$ cat src/rtl/core/srb_pkg.sv
// Package for the sequence reorder buffer.
// Holds field widths, result status codes and job kinds shared by all modules but srb_ram.
// No dependencies.
package srb_pkg;

  localparam int unsigned CHAN_BITS   = 6;
  localparam int unsigned SEQ_BITS    = 32;
  localparam int unsigned STATUS_BITS = 3;
  localparam int unsigned MAX_RESULTS = 16;
  localparam int unsigned COUNT_BITS  = 5;

  typedef enum logic [STATUS_BITS-1:0] {
    ST_PASS    = 3'd0,
    ST_DELIVER = 3'd1,
    ST_PARK    = 3'd2,
    ST_DROP    = 3'd3,
    ST_ASSIGN  = 3'd4
  } status_e;

  typedef enum logic [1:0] {
    JOB_PASS = 2'd0,
    JOB_SEND = 2'd1,
    JOB_RECV = 2'd2
  } job_kind_e;

endpackage

$ cat src/rtl/core/srb_front.sv
// Front end of the sequence reorder buffer: accepts input transfers, classifies
// them and holds them in a two-entry queue for the back end. Uses srb_pkg.
module srb_front #(
  parameter int unsigned NUM_CHANNELS = 64,
  parameter int unsigned HANDLE_BITS  = 16,
  parameter int unsigned CW           = 6
) (
  input  logic                     clk_i,
  input  logic                     rst_ni,
  input  logic                     enable_i,
  input  logic                     s_axis_tvalid_i,
  output logic                     s_axis_tready_o,
  input  logic [srb_pkg::CHAN_BITS-1:0] chan_i,
  input  logic [srb_pkg::SEQ_BITS-1:0]  seq_i,
  input  logic [HANDLE_BITS-1:0]   handle_i,
  input  logic                     command_i,
  input  logic                     bypass_i,
  output logic                     q_valid_o,
  input  logic                     q_pop_i,
  output srb_pkg::job_kind_e       q_kind_o,
  output logic [CW-1:0]            q_chan_o,
  output logic [srb_pkg::SEQ_BITS-1:0] q_seq_o,
  output logic [HANDLE_BITS-1:0]   q_handle_o
);
  import srb_pkg::*;

  localparam int unsigned CHAN_VALUES = 2 ** CHAN_BITS;

  logic [CW-1:0]         chan_map [CHAN_VALUES];
  job_kind_e             kind_q   [2];
  logic [CW-1:0]         chan_q   [2];
  logic [SEQ_BITS-1:0]   seq_q    [2];
  logic [HANDLE_BITS-1:0] handle_q [2];
  logic                  wptr_q, wptr_d, rptr_q, rptr_d;
  logic [1:0]            count_q, count_d;
  logic                  push;
  job_kind_e             kind_in;

  for (genvar i = 0; i < CHAN_VALUES; i++) begin : g_chan_map
    assign chan_map[i] = CW'(i % NUM_CHANNELS);
  end

  assign s_axis_tready_o = enable_i && (count_q != 2'd2);
  assign push            = s_axis_tvalid_i && s_axis_tready_o;

  always_comb begin
    priority if (bypass_i) begin
      kind_in = JOB_PASS;
    end else if (command_i) begin
      kind_in = JOB_SEND;
    end else begin
      kind_in = JOB_RECV;
    end
  end

  always_comb begin
    wptr_d  = wptr_q ^ push;
    rptr_d  = rptr_q ^ q_pop_i;
    count_d = count_q + 2'(push) - 2'(q_pop_i);
  end

  always_ff @(posedge clk_i or negedge rst_ni) begin
    if (!rst_ni) begin
      wptr_q  <= 1'b0;
      rptr_q  <= 1'b0;
      count_q <= 2'd0;
    end else begin
      wptr_q  <= wptr_d;
      rptr_q  <= rptr_d;
      count_q <= count_d;
    end
  end

  always_ff @(posedge clk_i) begin
    if (push) begin
      kind_q[wptr_q]   <= kind_in;
      chan_q[wptr_q]   <= chan_map[chan_i];
      seq_q[wptr_q]    <= seq_i;
      handle_q[wptr_q] <= handle_i;
    end
  end

  assign q_valid_o  = (count_q != 2'd0);
  assign q_kind_o   = kind_q[rptr_q];
  assign q_chan_o   = chan_q[rptr_q];
  assign q_seq_o    = seq_q[rptr_q];
  assign q_handle_o = handle_q[rptr_q];

endmodule

$ cat config.mk
export PLATFORM = sky130hd
export DESIGN_NAME = srb_front
export DESIGN_NICKNAME = d
export VERILOG_FILES = /design/src/rtl/core/srb_pkg.sv /design/src/rtl/core/srb_front.sv
export SDC_FILE = /design/constraint.sdc
export NUM_CORES = 1
export LEC_CHECK = 0
export BUFFER_PORTS_ARGS = -buffer_cell sky130_fd_sc_hd__buf_2
export CAP_MARGIN = 25
export CORE_AREA = 3 3 96 98
export DETAILED_ROUTE_END_ITERATION = 12
export DIE_AREA = 0 0 99 101
export PLACE_DENSITY = 0.78
export SYNTH_ARGS = -nofsm -noshare
export SYNTH_HDL_FRONTEND = slang
export SYNTH_SLANG_ARGS = --single-unit
$ cat constraint.sdc
create_clock -name clk_i -period 3.2 [get_ports clk_i]
set_clock_uncertainty 0.2 [all_clocks]
set_input_delay 0.48 -clock clk_i [delete_from_list [all_inputs] [get_ports clk_i]]
set_output_delay 0.48 -clock clk_i [all_outputs]
set_load 0.01 [all_outputs]
After elaboration in Yosys (flattened, before gate mapping). Memory sizes are Yosys's and may differ from the RTL's. Index checks and enable logic that the tools add are counted.

Register bits: 4. Memory bits (writable): 112. ROM bits: 384. Input port bits: 61. Output and inout port bits: 58. Memories: 5.

Memory list: (no name shown) (depth 64, bits a word 6, rd ports 1, clocked after Yosys merged registers in 0, wr ports 0, RTL line srb_front.sv:77) `chan_q[wptr_q] <= chan_map[chan_i];`; seq_q (depth 2, bits a word 32, rd ports 1, clocked after Yosys merged registers in 0, wr ports 1, RTL line srb_front.sv:32) `logic [SEQ_BITS-1:0] seq_q [2];`; handle_q (depth 2, bits a word 16, rd ports 1, clocked after Yosys merged registers in 0, wr ports 1, RTL line srb_front.sv:33) `logic [HANDLE_BITS-1:0] handle_q [2];`; chan_q (depth 2, bits a word 6, rd ports 1, clocked after Yosys merged registers in 0, wr ports 1, RTL line srb_front.sv:31) `logic [CW-1:0] chan_q [2];`; kind_q (depth 2, bits a word 2, rd ports 1, clocked after Yosys merged registers in 0, wr ports 1, RTL line srb_front.sv:30) `job_kind_e kind_q [2];`.

$add $sub $neg: 2. Magnitude comparators: 1. Eq/ne operators: 1. Mux-type cells: 6. Bitwise logic cells: 3. Reductions and logical operators: 3.

Operators by type and width (number): two-way mux 6 bit (2); greater-or-equal comparator 7 bit, second input constant (1); inverter 6 -> 7 bit (1); two-way mux 2 bit (2); adder 2 x 1 -> 2 bit (1); logical AND 1 bit (2); two-way mux 1 bit (2); inequality test 2 bit, second input constant (1); nonzero test 2 bit (1); subtractor 2 x 1 -> 2 bit (1); bitwise XOR 1 bit (2).

Depth between registers and ports, before layout.
Depth in word-level cells: 5. Gate-level depth with buffers: 7. Depth with buffers taken out: 7.

Least setup slack after synthesis. No wires, ideal clock.

Path type: register to register. Start point: reg count_q[1]. End point: mem chan_q[1][0] (enable). Arrival: 2.027 ns. Setup slack: 0.553 ns. Stages on the path, launching flop included: 4. Path buffers: 0. Cell sequence: dfrtp_1 -> nand2b_1 -> and3_1 -> ha_1.

Longest elaborated chain between the ends: 5.

Ends and longest elaborated chain: start, declared (RTL line srb_front.sv:35) `logic [1:0] count_q, count_d;`; start signal, assigned (RTL line srb_front.sv:70) `count_q <= count_d;`; inequality test 2 bit (RTL line srb_front.sv:43) `assign s_axis_tready_o = enable_i && (count_q != 2'd2);`; logical AND 1 bit (RTL line srb_front.sv:43); logical AND 1 bit (RTL line srb_front.sv:44) `assign push = s_axis_tvalid_i && s_axis_tready_o;`; two-way mux 1 bit (RTL line srb_front.sv:75) `if (push) begin`; two-way mux 1 bit (not written as such) (RTL line srb_front.sv:77); end, declared (RTL line srb_front.sv:31).

Every way passes these cells.

Worst setup path in the final report.
Start point: reg rptr_q. End point: out q_seq_o[18] (netlist bit).

Longest elaborated chain between the ends: 1.

Ends and longest elaborated chain: start, declared (RTL line srb_front.sv:34) `logic wptr_q, wptr_d, rptr_q, rptr_d;`; start signal, assigned (RTL line srb_front.sv:69) `rptr_q <= rptr_d;`; memory (2 x 32 bit); end, declared (RTL line srb_front.sv:22) `output logic [srb_pkg::SEQ_BITS-1:0] q_seq_o,`.

Every way passes these cells.

==> flow_metrics.py <==
metrics = {
    "outcome": {
        "status": "completed",
    },
    "timing": {
        "fin_crit_sh_pct": 88.4,
        "setup_tns_ns": 0,
        "hold_viol": 0,
        "slew_viol_final": 0,
        "worstMarginPinSlew_ns": 0.946,
        "slew_headroom_pct": 36.9,
        "setup-violations-final": 0,
        "rsz0062_at_grt": "false",
        "period_minus_slack_ns": 2.83,
        "fmax_mhz": 354,
    },
    "cts": {
        "cts_max_level": 4,
        "clock_path_buffers": 2,
        "post_cts_buffers": 0,
        "clock_sinks": 116,
        "clk_latency_ns": 0.49,
        "cts-root-buf": "clkbuf_8",
        "cts_made_buffers": 17,
        "cts_hold_buffers": 56,
        "cts_tree": "yes",
        "postCtsResizedCells": 0,
        "clkTransAtPathRegs_ns": 0.06,
    },
    "floorplan": {
        "coreArea_um2": 8550,
        "core.rowCount": 34,
        "die_x_um": 99,
        "die_area_um2": 10000,
        "die_y_um": 101,
        "initial_core_util_pct": 51.3,
        "ioPinCount": 119,
    },
    "routing": {
        "wl_per_cell_um": 15.9,
        "drt_wl_total_um": 8030,
        "drtPass1Iterations": 4,
        "vias": 2442,
        "drcViolationCount": 0,
        "via_per_inst": 4.83,
        "antenna_left": 0,
        "drtIter0Drc": 81,
    },
    "placement": {
        "gp_congestion": 0.682,
        "portBuffers": 118,
        "hpwl_um": 4680,
        "place_inst": 419,
    },
    "worst_setup_path": {
        "r2r_cells": 4,
        "crit_end": "q_seq_o[18]",
        "path_max_fanout": 57,
        "end_kind": "output pin",
        "crit_type": "reg2out",
        "regToRegEndpoint": "seq_q[0][2]",
        "startpoint_type": "flip-flop",
        "critPathArrivalTime_ns": 2.15,
        "startpoint": "rptr_q",
        "rr_startpoint": "count_q[1]",
        "reg2reg_slack_ns": 1.21,
        "cp.required_ns": 2.52,
    },
    "power": {
        "leakagePower_nw": 2.47,
        "peakVddDrop_mv": 0.830,
        "total_power_mw": 4.96,
        "p_per_area_nw_per_um2": 801,
    },
    "finish": {
        "final_util_pct": 72.5,
        "diodes": 0,
        "fin_cells": 506,
        "nets": 451,
        "area_delta_synth_final_pct": 41.2,
        "drive_gt1_share_pct": 52.5,
    },
    "grt": {
        "grt_usage_pct": 17.6,
        "grt_pass1_vias": 2751,
        "grt.overflow.total": 0,
        "grt_pass1_wl_um": 13200,
        "antenna_found_initial": 0,
        "grt_max_degree": 58,
    },
    "worst_hold_path": {
        "hp-start": "bypass_i",
        "hp-class": "in2reg",
        "hold_depth": 2,
    },
    "logic_synthesis": {
        "yosysWarnings": 0,
        "yosysTopAreaCell": "edfxtp_1",
        "seq_area_frac_synth_pct": 78.9,
        "ys_types": 17,
        "ys_ff_latch": 116,
        "synthCells": 195,
        "synth_top_area_share_pct": 76.6,
        "avgSynthCellArea_um2": 22.5,
        "ys_top_cells_by_area": "edfxtp_1 (77%), mux2_4 (10%), mux2_2 (6.7%)",
        "syn-num-nets": 260,
        "syn_area_um2": 4390,
    },
    "run": {
        "drv_cap": 0,
    },
}
==> final cells by class <==
cell class              count  area, um2
clock inverters            12        115
inverters                   3       11.3
repair buffers            178       1180
well taps                 108        135
flip-flops and latches    116       3470
multi-input cells          70        865
clock buffers              19        422
fillers                   538       2350
==> worst max-delay path: stages (launching register included) <==
cell and delay, ns:
dfrtp_4 1.01, mux2_2 0.42, buf_2 0.14
==> per-layer routing <==
metal	share of wire [%]	GRT usage [%]
met1	39	19.7
met2	54	31.3
met3	6.5	6.09
met4	0.65	5.99
met5	0	0
==> cells in the mapped netlist <==
master,instances
edfxtp_1,112
mux2_4,30
mux2_2,26
buf_6,4
dfrtp_1,4
ha_1,4
inv_1,3
buf_2,2
xnor2_1,2
and2_1,1
and3_1,1
nand2b_1,1
nand3_1,1
nor2_1,1
nor2b_1,1
or2_2,1
xor2_1,1
==> power breakdown <==
| part | switching [mW] | leakage, nW | total, mW | internal, mW |
|---|---|---|---|---|
| Combinational | 0.468 | 1.14 | 1.15 | 0.679 |
| Sequential | 0.221 | 1.07 | 2.12 | 1.90 |
| Clock | 0.607 | 0.258 | 1.69 | 1.09 |
==> through the flow <==
stage	instance area (um2)	hold slack [ns]	setup WS, ns
2_1_floorplan	4390	-0.0156	0.553
3_3_place_gp	5100	0.0935	0.898
3_5_place_dp	5100	0.0923	0.909
4_1_cts	6200	0.0531	0.354
5_1_grt	6200	0.0569	0.284
6_report	6200	0.0820	0.372
==> how the worst min path moves through the flow <==
| stage | slack (ns) | endpoint |
|---|---|---|
| after floorplan | -0.02 | count_q[0] |
| after global placement | 0.09 | rptr_q |
| after detailed placement | 0.09 | rptr_q |
| after CTS | 0.05 | kind_q[1][1] |
| after global routing | 0.06 | kind_q[0][1] |
| final | 0.08 | kind_q[0][1] |
==> state kept, by name, indices dropped and copies added, names as in the netlist <==
register,flops
rptr_q,1
wptr_q,1
chan_q,12
seq_q,64
count_q,2
handle_q,32
kind_q,4
==> cell usage in the layout, fill, tap and decap left out, drive strengths merged <==
cell type,instances
inv,3
dfrtp,4
and2,1
mux2,56
nor2b,1
dlygate4sd3,56
or2,1
clkinvlp,3
and3,1
buf,122
nand2b,1
xor2,1
ha,4
xnor2,2
clkinv,7
nand3,1
edfxtp,112
bufinv,2
nor2,1
clkbuf,19
==> logic make-up (layout without fill, tap and decap cells) <==
group | after synthesis | count (layout) | share of synthesized area [%]
adders and majority gates | 4 | 4 | 1.14
muxes | 56 | 56 | 16.9
buffers and inverters | 9 | 212 | 1.51
DFF | 116 | 116 | 78.9
and+or+nand+nor | 7 | 7 | 0.912
xor gates and xnor gates | 3 | 3 | 0.599
(Power assumes the default switching activity.)
